$ cat config.mk
export PLATFORM = sky130hd
export DESIGN_NAME = stk_ctrl
export DESIGN_NICKNAME = d
export VERILOG_FILES = /design/src/design/stk_pkg.sv /design/src/design/stk_ctrl.sv
export SDC_FILE = /design/constraint.sdc
export NUM_CORES = 1
export LEC_CHECK = 0
export BUFFER_PORTS_ARGS = -buffer_cell sky130_fd_sc_hd__clkbuf_2
export CORE_ASPECT_RATIO = 1.2
export CORE_UTILIZATION = 60
export CTS_CLUSTER_SIZE = 12
export DETAILED_ROUTE_END_ITERATION = 16
export GPL_TIMING_DRIVEN = 0
export PLACE_DENSITY = 0.82
export SYNTH_ARGS = -nofsm -noshare
export SYNTH_HDL_FRONTEND = slang
export SYNTH_SLANG_ARGS = --single-unit
$ cat constraint.sdc
create_clock -name clk -period 8 [get_ports clk]
set_input_delay 0.4 -clock clk [delete_from_list [all_inputs] [get_ports clk]]
set_output_delay 0.4 -clock clk [all_outputs]
set_load 0.05 [all_outputs]
$ cat src/design/stk_pkg.sv
`default_nettype none
// ----------------------------------------------------------------------------
// stk_pkg: shared types and constants for the STK500v1 command engine
// Word layouts, command codes, register indexes and store addressing.
// ----------------------------------------------------------------------------
package stk_pkg;

	// Firmware store size in bytes (a power of two).
	localparam int STORE_BYTES = 16384;
	localparam int ADDR_W      = $clog2(STORE_BYTES);

	// Input word command codes.
	localparam logic [1:0] CMD_RX   = 2'd0;
	localparam logic [1:0] CMD_TICK = 2'd1;
	localparam logic [1:0] CMD_SLOT = 2'd2;

	// Configuration register indexes.
	localparam logic [2:0] REG_TIMEOUT  = 3'd0;
	localparam logic [2:0] REG_MAJOR    = 3'd1;
	localparam logic [2:0] REG_MINOR    = 3'd2;
	localparam logic [2:0] REG_SIG_1ST  = 3'd3;
	localparam logic [2:0] REG_SIG_2ND  = 3'd4;
	localparam logic [2:0] REG_SIG_3RD  = 3'd5;

	// Protocol bytes.
	localparam logic [7:0] B_INSYNC    = 8'h14;
	localparam logic [7:0] B_OK        = 8'h10;
	localparam logic [7:0] OP_GET_PARM = 8'h41;
	localparam logic [7:0] OP_SET_DEV  = 8'h42;
	localparam logic [7:0] OP_SET_EXT  = 8'h45;
	localparam logic [7:0] OP_LEAVE    = 8'h51;
	localparam logic [7:0] OP_LOAD_ADR = 8'h55;
	localparam logic [7:0] OP_UNIV     = 8'h56;
	localparam logic [7:0] OP_PROG_PG  = 8'h64;
	localparam logic [7:0] OP_READ_PG  = 8'h74;
	localparam logic [7:0] OP_READ_SIG = 8'h75;
	localparam logic [7:0] PARM_MAJOR  = 8'h81;
	localparam logic [7:0] PARM_MINOR  = 8'h82;
	localparam logic [7:0] PARM_UNKN   = 8'h03;
	localparam logic [4:0] SKIP_DEV    = 5'd20;
	localparam logic [4:0] SKIP_EXT    = 5'd5;
	localparam logic [4:0] SKIP_UNIV   = 5'd4;

	typedef struct packed {
		logic [1:0] command;
		logic [7:0] rx_byte;
	} in_t;

	typedef struct packed {
		logic       tx_valid;
		logic [7:0] tx_byte;
		logic       response_last;
		logic       exit_now;
	} out_t;

	// Result of one accepted word, before the output register.
	typedef struct packed {
		logic valid;
		logic use_mem;
		out_t data;
	} res_t;

	// Store access request from the command logic.
	typedef struct packed {
		logic              we;
		logic [ADDR_W-1:0] waddr;
		logic [7:0]        wdata;
		logic              re;
		logic [ADDR_W-1:0] raddr;
	} mem_req_t;

	// Byte offset 2*word_address + index, wrapped to the store size.
	function automatic logic [ADDR_W-1:0] store_offset(logic [15:0] wa, logic [7:0] idx);
		logic [17:0] sum;
		sum = {1'b0, wa, 1'b0} + {10'd0, idx};
		return sum[ADDR_W-1:0];
	endfunction

endpackage
`default_nettype wire

$ cat src/design/stk_ctrl.sv
`default_nettype none
// ----------------------------------------------------------------------------
// stk_ctrl: command parser and reply sequencer
// Holds parse and reply state plus configuration; issues store accesses.
// ----------------------------------------------------------------------------
module stk_ctrl (
	input  wire logic            clk,
	input  wire logic            arst_n,
	input  wire logic            accept,
	input  wire stk_pkg::in_t    word,
	input  wire logic            cfg_we,
	input  wire logic [2:0]      cfg_index,
	input  wire logic [15:0]     cfg_data,
	output stk_pkg::res_t        res,
	output stk_pkg::mem_req_t    mem
);
	import stk_pkg::*;

	typedef enum logic [18:0] {
		PH_IDLE        = 19'b0000000000000000001,
		PH_PARAM_WHICH = 19'b0000000000000000010,
		PH_SKIP_PLAIN  = 19'b0000000000000000100,
		PH_SKIP_UNIV   = 19'b0000000000000001000,
		PH_ADDR_LO     = 19'b0000000000000010000,
		PH_ADDR_HI     = 19'b0000000000000100000,
		PH_PROG_LEN_HI = 19'b0000000000001000000,
		PH_PROG_LEN_LO = 19'b0000000000010000000,
		PH_PROG_TYPE   = 19'b0000000000100000000,
		PH_PROG_DATA   = 19'b0000000001000000000,
		PH_READ_LEN_HI = 19'b0000000010000000000,
		PH_READ_LEN_LO = 19'b0000000100000000000,
		PH_READ_TYPE   = 19'b0000001000000000000,
		PH_EOP_PLAIN   = 19'b0000010000000000000,
		PH_EOP_PARAM   = 19'b0000100000000000000,
		PH_EOP_UNIV    = 19'b0001000000000000000,
		PH_EOP_SIGN    = 19'b0010000000000000000,
		PH_EOP_READ    = 19'b0100000000000000000,
		PH_EOP_LEAVE   = 19'b1000000000000000000
	} phase_t;

	typedef enum logic [2:0] {
		RK_NONE, RK_PLAIN, RK_PARAM, RK_UNIV, RK_SIGN, RK_READ, RK_LEAVE
	} rkind_t;

	phase_t      phase_q, phase_d;
	rkind_t      rk_q, rk_d;
	logic [4:0]  skip_q, skip_d;
	logic [7:0]  len_q, len_d;
	logic [7:0]  ppos_q, ppos_d;
	logic [15:0] wa_q, wa_d;
	logic [8:0]  rpos_q, rpos_d;
	logic [7:0]  parm_q, parm_d;
	logic [15:0] elapsed_q, elapsed_d;
	logic        await_q, await_d;
	logic        exited_q, exited_d;

	logic [15:0] timeout_q;
	logic [7:0]  major_q, minor_q, sig1_q, sig2_q, sig3_q;

	logic [8:0]  pay_n;
	logic [7:0]  pay_idx;
	logic [7:0]  rx;

	assign rx      = word.rx_byte;
	assign pay_idx = 8'(rpos_q - 9'd1);

	// Payload length of the pending reply.
	always_comb begin
		case (rk_q)
			RK_PARAM, RK_UNIV: pay_n = 9'd1;
			RK_SIGN:           pay_n = 9'd3;
			RK_READ:           pay_n = {1'b0, len_q};
			default:           pay_n = 9'd0;
		endcase
	end

	// Next-state and result logic for one accepted word.
	always_comb begin
		phase_d   = phase_q;
		rk_d      = rk_q;
		skip_d    = skip_q;
		len_d     = len_q;
		ppos_d    = ppos_q;
		wa_d      = wa_q;
		rpos_d    = rpos_q;
		parm_d    = parm_q;
		elapsed_d = elapsed_q;
		await_d   = await_q;
		exited_d  = exited_q;
		res       = '0;
		mem       = '0;
		mem.waddr = store_offset(wa_q, ppos_q);
		mem.wdata = rx;
		mem.raddr = store_offset(wa_q, pay_idx);
		if (accept && !exited_q) begin
			case (word.command)
				CMD_RX: begin
					if (rk_q == RK_NONE) begin
						await_d = 1'b0;
						unique case (phase_q)
							PH_IDLE: begin
								case (rx)
									OP_GET_PARM: phase_d = PH_PARAM_WHICH;
									OP_SET_DEV: begin
										skip_d  = SKIP_DEV;
										phase_d = PH_SKIP_PLAIN;
									end
									OP_SET_EXT: begin
										skip_d  = SKIP_EXT;
										phase_d = PH_SKIP_PLAIN;
									end
									OP_UNIV: begin
										skip_d  = SKIP_UNIV;
										phase_d = PH_SKIP_UNIV;
									end
									OP_LEAVE:    phase_d = PH_EOP_LEAVE;
									OP_LOAD_ADR: phase_d = PH_ADDR_LO;
									OP_PROG_PG:  phase_d = PH_PROG_LEN_HI;
									OP_READ_PG:  phase_d = PH_READ_LEN_HI;
									OP_READ_SIG: phase_d = PH_EOP_SIGN;
									default:     phase_d = PH_EOP_PLAIN;
								endcase
							end
							PH_PARAM_WHICH: begin
								if (rx == PARM_MINOR) begin
									parm_d = minor_q;
								end else if (rx == PARM_MAJOR) begin
									parm_d = major_q;
								end else begin
									parm_d = PARM_UNKN;
								end
								phase_d = PH_EOP_PARAM;
							end
							PH_SKIP_PLAIN, PH_SKIP_UNIV: begin
								if (skip_q != 5'd0) begin
									skip_d = skip_q - 5'd1;
								end
								if (skip_d == 5'd0) begin
									phase_d = (phase_q == PH_SKIP_UNIV) ? PH_EOP_UNIV
									                                    : PH_EOP_PLAIN;
								end
							end
							PH_ADDR_LO: begin
								wa_d    = {wa_q[15:8], rx};
								phase_d = PH_ADDR_HI;
							end
							PH_ADDR_HI: begin
								wa_d    = {rx, wa_q[7:0]};
								phase_d = PH_EOP_PLAIN;
							end
							PH_PROG_LEN_HI: phase_d = PH_PROG_LEN_LO;
							PH_PROG_LEN_LO: begin
								len_d   = rx;
								phase_d = PH_PROG_TYPE;
							end
							PH_PROG_TYPE: begin
								ppos_d  = 8'd0;
								phase_d = (len_q == 8'd0) ? PH_EOP_PLAIN : PH_PROG_DATA;
							end
							PH_PROG_DATA: begin
								mem.we = 1'b1;
								ppos_d = ppos_q + 8'd1;
								if (ppos_d >= len_q) begin
									phase_d = PH_EOP_PLAIN;
								end
							end
							PH_READ_LEN_HI: phase_d = PH_READ_LEN_LO;
							PH_READ_LEN_LO: begin
								len_d   = rx;
								phase_d = PH_READ_TYPE;
							end
							PH_READ_TYPE: phase_d = PH_EOP_READ;
							PH_EOP_PLAIN, PH_EOP_PARAM, PH_EOP_UNIV,
							PH_EOP_SIGN, PH_EOP_READ, PH_EOP_LEAVE: begin
								rpos_d  = 9'd0;
								phase_d = PH_IDLE;
								unique case (phase_q)
									PH_EOP_PARAM: rk_d = RK_PARAM;
									PH_EOP_UNIV:  rk_d = RK_UNIV;
									PH_EOP_SIGN:  rk_d = RK_SIGN;
									PH_EOP_READ:  rk_d = RK_READ;
									PH_EOP_LEAVE: rk_d = RK_LEAVE;
									default:      rk_d = RK_PLAIN;
								endcase
							end
							default: phase_d = PH_IDLE;
						endcase
					end
				end
				CMD_TICK: begin
					if (await_q) begin
						if (elapsed_q != 16'hFFFF) begin
							elapsed_d = elapsed_q + 16'd1;
						end
						if (elapsed_d >= timeout_q) begin
							exited_d          = 1'b1;
							res.valid         = 1'b1;
							res.data.exit_now = 1'b1;
						end
					end
				end
				CMD_SLOT: begin
					if (rk_q != RK_NONE) begin
						res.valid         = 1'b1;
						res.data.tx_valid = 1'b1;
						if (rpos_q == 9'd0) begin
							res.data.tx_byte = B_INSYNC;
						end else if (rpos_q <= pay_n) begin
							case (rk_q)
								RK_PARAM: res.data.tx_byte = parm_q;
								RK_SIGN: begin
									if (rpos_q == 9'd1) begin
										res.data.tx_byte = sig1_q;
									end else if (rpos_q == 9'd2) begin
										res.data.tx_byte = sig2_q;
									end else begin
										res.data.tx_byte = sig3_q;
									end
								end
								RK_READ: begin
									res.use_mem = 1'b1;
									mem.re      = 1'b1;
								end
								default: res.data.tx_byte = 8'h00;
							endcase
						end else begin
							res.data.tx_byte       = B_OK;
							res.data.response_last = 1'b1;
						end
						if (res.data.response_last) begin
							res.data.exit_now = (rk_q == RK_LEAVE);
							exited_d          = (rk_q == RK_LEAVE);
							rk_d              = RK_NONE;
							rpos_d            = 9'd0;
						end else begin
							rpos_d = rpos_q + 9'd1;
						end
					end
				end
				default: ;
			endcase
		end
	end

	// Parse and reply state.
	always_ff @(posedge clk or negedge arst_n) begin
		if (!arst_n) begin
			phase_q   <= PH_IDLE;
			rk_q      <= RK_NONE;
			skip_q    <= '0;
			len_q     <= '0;
			ppos_q    <= '0;
			wa_q      <= '0;
			rpos_q    <= '0;
			parm_q    <= '0;
			elapsed_q <= '0;
			await_q   <= 1'b1;
			exited_q  <= 1'b0;
		end else begin
			phase_q   <= phase_d;
			rk_q      <= rk_d;
			skip_q    <= skip_d;
			len_q     <= len_d;
			ppos_q    <= ppos_d;
			wa_q      <= wa_d;
			rpos_q    <= rpos_d;
			parm_q    <= parm_d;
			elapsed_q <= elapsed_d;
			await_q   <= await_d;
			exited_q  <= exited_d;
		end
	end

	// Configuration registers.
	always_ff @(posedge clk or negedge arst_n) begin
		if (!arst_n) begin
			timeout_q <= 16'd1000;
			major_q   <= 8'd8;
			minor_q   <= 8'd0;
			sig1_q    <= 8'h1E;
			sig2_q    <= 8'h95;
			sig3_q    <= 8'h0F;
		end else if (cfg_we) begin
			unique case (cfg_index)
				REG_TIMEOUT: timeout_q <= cfg_data;
				REG_MAJOR:   major_q   <= cfg_data[7:0];
				REG_MINOR:   minor_q   <= cfg_data[7:0];
				REG_SIG_1ST: sig1_q    <= cfg_data[7:0];
				REG_SIG_2ND: sig2_q    <= cfg_data[7:0];
				REG_SIG_3RD: sig3_q    <= cfg_data[7:0];
				default: ;
			endcase
		end
	end

	// The store is never read and written by the same word.
	a_no_rw: assert property (@(posedge clk) disable iff (!arst_n) !(mem.we && mem.re))
		else $error("store read and write in one cycle");

	// After exit no further result is produced.
	a_exit_quiet: assert property (@(posedge clk) disable iff (!arst_n)
		exited_q |-> !res.valid)
		else $error("result after exit");

	// A store read only happens while a read-page reply is pending.
	a_read_kind: assert property (@(posedge clk) disable iff (!arst_n)
		mem.re |-> (rk_q == RK_READ))
		else $error("store read outside read reply");

endmodule
`default_nettype wire

### Word level (Yosys, flattened, before mapping)

Cells that the tools add are included.

| word-level totals | value |
|---|---|
| input port bits | 33 |
| logic and storage cells | 187 |
| bits in registers | 147 |

| cells by class | value |
|---|---|
| equal/unequal tests | 54 |
| magnitude comparators | 3 |
| bitwise operators | 2 |
| add/sub/neg operators | 7 |
| mux-type cells | 66 |
| reductions and logical operators | 37 |

Operators with widths:

| operator | count |
|---|---|
| 19-bit case mux with 12 select lines | 1 |
| 19-bit case mux with 8 select lines | 1 |
| 16-bit 2-to-1 mux | 5 |
| 8-bit by 7-bit == test with 1-bit output (second input constant) | 9 |
| 8-bit 2-to-1 mux | 6 |
| 19-bit 2-to-1 mux | 2 |
| 9-bit 2-to-1 mux | 4 |
| 8-bit case mux with 2 select lines | 2 |
| 14-bit by 8-bit adder with 14-bit output | 2 |
| 13-bit 2-to-1 mux | 2 |
| 13-bit case mux with 2 select lines | 1 |
| 5-bit 2-to-1 mux | 5 |
| 5-bit AND reduction | 5 |
| 8-bit case mux with 3 select lines | 1 |
| 1-bit 2-to-1 mux | 22 |
| 19-bit by 1-bit == test with 1-bit output (second input constant) | 1 |
| 19-bit by 10-bit == test with 1-bit output (second input constant) | 1 |
| 19-bit by 11-bit == test with 1-bit output (second input constant) | 1 |
| 19-bit by 12-bit == test with 1-bit output (second input constant) | 1 |
| 19-bit by 13-bit == test with 1-bit output (second input constant) | 1 |
| 19-bit by 14-bit == test with 1-bit output (second input constant) | 1 |
| 19-bit by 15-bit == test with 1-bit output (second input constant) | 1 |
| 19-bit by 16-bit == test with 1-bit output (second input constant) | 1 |
| 19-bit by 17-bit == test with 1-bit output (second input constant) | 1 |
| other kinds (56) | 92 |

### Logic depth before layout (Yosys ltp)

| logic depth | value |
|---|---|
| depth in word-level cells | 13 |
| mapped depth | 16 |

### Worst setup path before layout

No wires, ideal clock.

| timing | value |
|---|---|
| kind | reg2out |
| from | register rk_q[2] |
| to | output port res[11] (netlist name) |
| cell stages (with the launch flop) | 14 |
| arrival time | 3.707 ns |
| path buffers | 3 |
| data required time | 7.600 ns |
| slack | 3.893 ns |
| path through | dfrtp_1 -> nor2b_1 -> and2_0 -> clkbuf_1 -> nand2_1 -> ha_1 -> and4_1 -> a221o_1 -> a21oi_1 -> nor2_1 -> or3_1 -> clkbuf_1 -> nor2_1 -> buf_4 |

RTL lines:

| element | line | text |
|---|---|---|
| start, declared | stk_ctrl.sv:46 | `rkind_t rk_q, rk_d;` |
| start signal, assigned | stk_ctrl.sv:261 | `rk_q <= rk_d;` |
| end, declared | stk_ctrl.sv:14 | `output stk_pkg::res_t res,` |

==> reports/qor.txt <==
CTS Buffer Depth: 2
endpoints failing hold: 0
Total GRT Usage: 0.308
Inserted Clock Buffers: 17
async set-reset flop share out of synthesis: 1.00
CTS tree: yes
First DRT Iteration DRCs: 577
P per Cell Area: 257 nW/um2
setup TNS: 0 ns
full die area: 16300 um2
layout cells sized above 1: 0.239
Routed Antenna Nets: 0
startpoint types: flip-flop
Die H: 140 um
Yosys cell types: 80
Setup crit end: res[0]
Period minus WS final: 4.92 ns
drt first pass iters: 5
Crit. End Element: output pin
YS warnings: 0
Layout Skew: 0.00896 ns
initial antenna violation count: 0
min-delay src: cfg_data[8]
Most used DFF post-synth: dfrtp_1
Final setup viols: 0
reg2reg setup slack: 4.07 ns
io pins: 84
post-DR vias/cell: 6.12
Worst VDD drop: 286 uV
Routability Congestion: 0.899
wire per inst: 18.3 um
Critical Path AT: 4.52 ns
Initial Utilization: 0.622
total gr overflow: 0
setup ws final: 3.08 ns
Worst-Skew Late Latency: 0.42 ns
required time of the critical path: 7.60 ns
number of global-route vias before repair: 7883
part of the cycle the worst path needs: 0.615
largest net degree at the start of global routing: 97
Post-Place Worst Slack: 3.80 ns
HPWL Detailed: 16400 um
mapped cell area: 9460 um2
Core ar.: 15200 um2
Port Buf Inserts: 81
Root Driver: clkbuf_16
min-delay worst type: input pin to flip-flop
Layout Cells excl Fill: 1288
Num Clock Sinks: 147
worst setup path startpoint: elapsed_q[0]
post-CTS setup buffers: 0
Final Core Density: 0.714
DRC viols: 0
reg2reg start: elapsed_q[0]
Synth Register Bits: 147
Final Max Slew Viols: 0
outcome: finished, final reports clean
Design Power: 2.79 mW
# nets final: 1163
cell depth of the worst flop-to-flop path: 16
clk slew on worst S/H paths: 0.06 ns
reg2reg end: exited_q
Peak Freq: 0.203 GHz
CP Class: flip-flop to output pin
Slew HR: 0.178
synthesized instance count: 969
Syn Nets: 1061
sequential share of the synthesized area: 0.392
Inst Count DP: 1255
Routed WL: 23500 um
worst-path fanout max: 8
Lkg Pwr: 5.11 nW
Post-synth EDFFs: 0
H-tree depth: 4
number of fill cells in the layout: 1147
RSZ-0062 raised after global routing: false
antenna diode count: 0
via count: 7881
Die X: 117 um
# rows: 49
Max-Cap Viols: 0
Area growth syn-to-layout: 14.7%
Least-Margin Pin Slew: 1.22 ns
Post-Syn Area per Cell: 9.77 um2
first-pass GRT wire length: 38600 um
## final cells by class
type / count / area (um2) / share of cell area
Multi-Input combinational cell: 723 / 5320 / 0.490
Tap cell: 204 / 255 / 0.0235
Clock buffer: 19 / 433 / 0.0399
Clock inverter: 13 / 255 / 0.0235
Inverter: 55 / 206 / 0.0190
Sequential cell: 147 / 3700 / 0.341
Timing Repair Buffer: 83 / 452 / 0.0416
Buffer: 44 / 230 / 0.0212
## flip-flops by register name, summed over array words and instances (netlist names)
register and count:
timeout_q 16, rpos_q 9, await_q 1, rk_q 3, sig3_q 8, sig2_q 8
parm_q 8, skip_q 5, sig1_q 8, ppos_q 8, elapsed_q 16, wa_q 13
major_q 8, phase_q 19, minor_q 8, len_q 8, exited_q 1
## stage by stage
stage	area (um2)	hold slack (ns)
after floorplan	9460	0.104
after global placement	10100	0.487
after detailed placement	10200	0.383
after CTS	10900	0.164
after global routing	10900	0.190
final	10900	0.170
## per-layer routing
metal | global-route usage | wire length (um) | up-vias
met4 | 0.133 | 744 | 0
met1 | 0.378 | 9610 | 3886
met3 | 0.0597 | 1140 | 64
met5 | 0 | 0 | -
met2 | 0.521 | 12000 | 274
li1 | - | - | 3657
## repair_timing
action	CTS	global route
resized for setup	0	0
hold buffers	1	0
endpoints found under the hold margin	39	0
## worst max-delay path, cell delays in order (launching register included)
cell and delay, ns:
dfrtp_1 0.45, ha_1 0.26, and2_1 0.16, clkbuf_1 0.18
and3_1 0.26, and3_1 0.19, clkbuf_1 0.16, nor2_1 0.31
nand2_1 0.11, xnor2_1 0.15, ha_1 0.30, inv_1 0.04
o21ai_0 0.15, a31o_2 0.14, nor4b_1 0.39, o211ai_1 0.23
a21oi_1 0.28, clkbuf_2 0.34
## how the worst min path moves through the flow
stage	end	slack, ns	cells after the start
global placement	sig3_q[7]	0.49	1
detailed placement	wa_q[7]	0.38	1
global route	timeout_q[14]	0.19	3
CTS	timeout_q[8]	0.16	3
finish	timeout_q[8]	0.17	3
floorplan	elapsed_q[0]	0.10	0
## report_power, final
part	internal (mW)	leakage, nW	switching, mW	total [mW]
Sequential	0.849	1.87	0.0697	0.919
Combinational	0.316	2.90	0.615	0.931
Clock	0.618	0.335	0.318	0.936
## cell families (layout without fill, tap and decap cells)
kind of cell | after synthesis | count (layout) | share of synthesized area
and+or+nand+nor | 328 | 328 | 0.188
AOI/OAI and AO/OA | 182 | 182 | 0.128
DFF | 147 | 147 | 0.392
buffers and inverters | 99 | 214 | 0.0461
muxes | 96 | 96 | 0.113
adders and majority gates | 59 | 59 | 0.0796
xor gates and xnor gates | 58 | 58 | 0.0537
## cell usage after synthesis, types with 4 or more instances
master / instances / area [um2]
and2_1: 10 / 62.6
o211ai_1: 15 / 113
ha_1: 57 / 713
mux2_2: 85 / 957
nand2b_1: 13 / 81.3
nor2_1: 60 / 225
dfrtp_1: 126 / 3150
nand4_1: 12 / 75.1
a22o_1: 13 / 114
a21o_1: 7 / 52.6
nor4_1: 10 / 62.6
o21a_1: 5 / 37.5
o21bai_1: 5 / 37.5
nor3b_1: 5 / 37.5
buf_2: 4 / 20.0
xor2_1: 17 / 149
and3_1: 22 / 138
clkbuf_1: 24 / 90.1
nand2_1: 88 / 330
a211oi_1: 11 / 82.6
buf_4: 10 / 75.1
nor3_1: 16 / 80.1
or3_1: 8 / 50.1
inv_1: 55 / 206
nor2b_1: 20 / 125
a22oi_1: 7 / 52.6
dfstp_2: 21 / 552
nand3_1: 28 / 140
o21ai_0: 44 / 220
xnor2_1: 41 / 359
a21oi_1: 38 / 190
mux2i_1: 11 / 110
## placed cells by master, fill, tap and decap left out, types with 7 or more instances in the layout
cell type and instances:
mux2_2 85, clkbuf_2 80, buf_4 10, dfstp_2 21, ha_1 57, dfrtp_1 126, bufinv_16 7, nor2_1 60
nor2b_1 20, xnor2_1 41, inv_1 55, a211oi_1 11, and3_1 22, a21o_1 7, a22oi_1 7, a21oi_1 38
a22o_1 13, or3_1 8, nand2_1 88, o21ai_0 44, clkbuf_16 17, nor4_1 10, xor2_1 17, nand4_1 12
mux2i_1 11, nand3_1 28, o211ai_1 15, clkbuf_1 26, nand2b_1 13, and2_1 10, nor3_1 16
No activity file was read; power rests on OpenSTA's default activity.
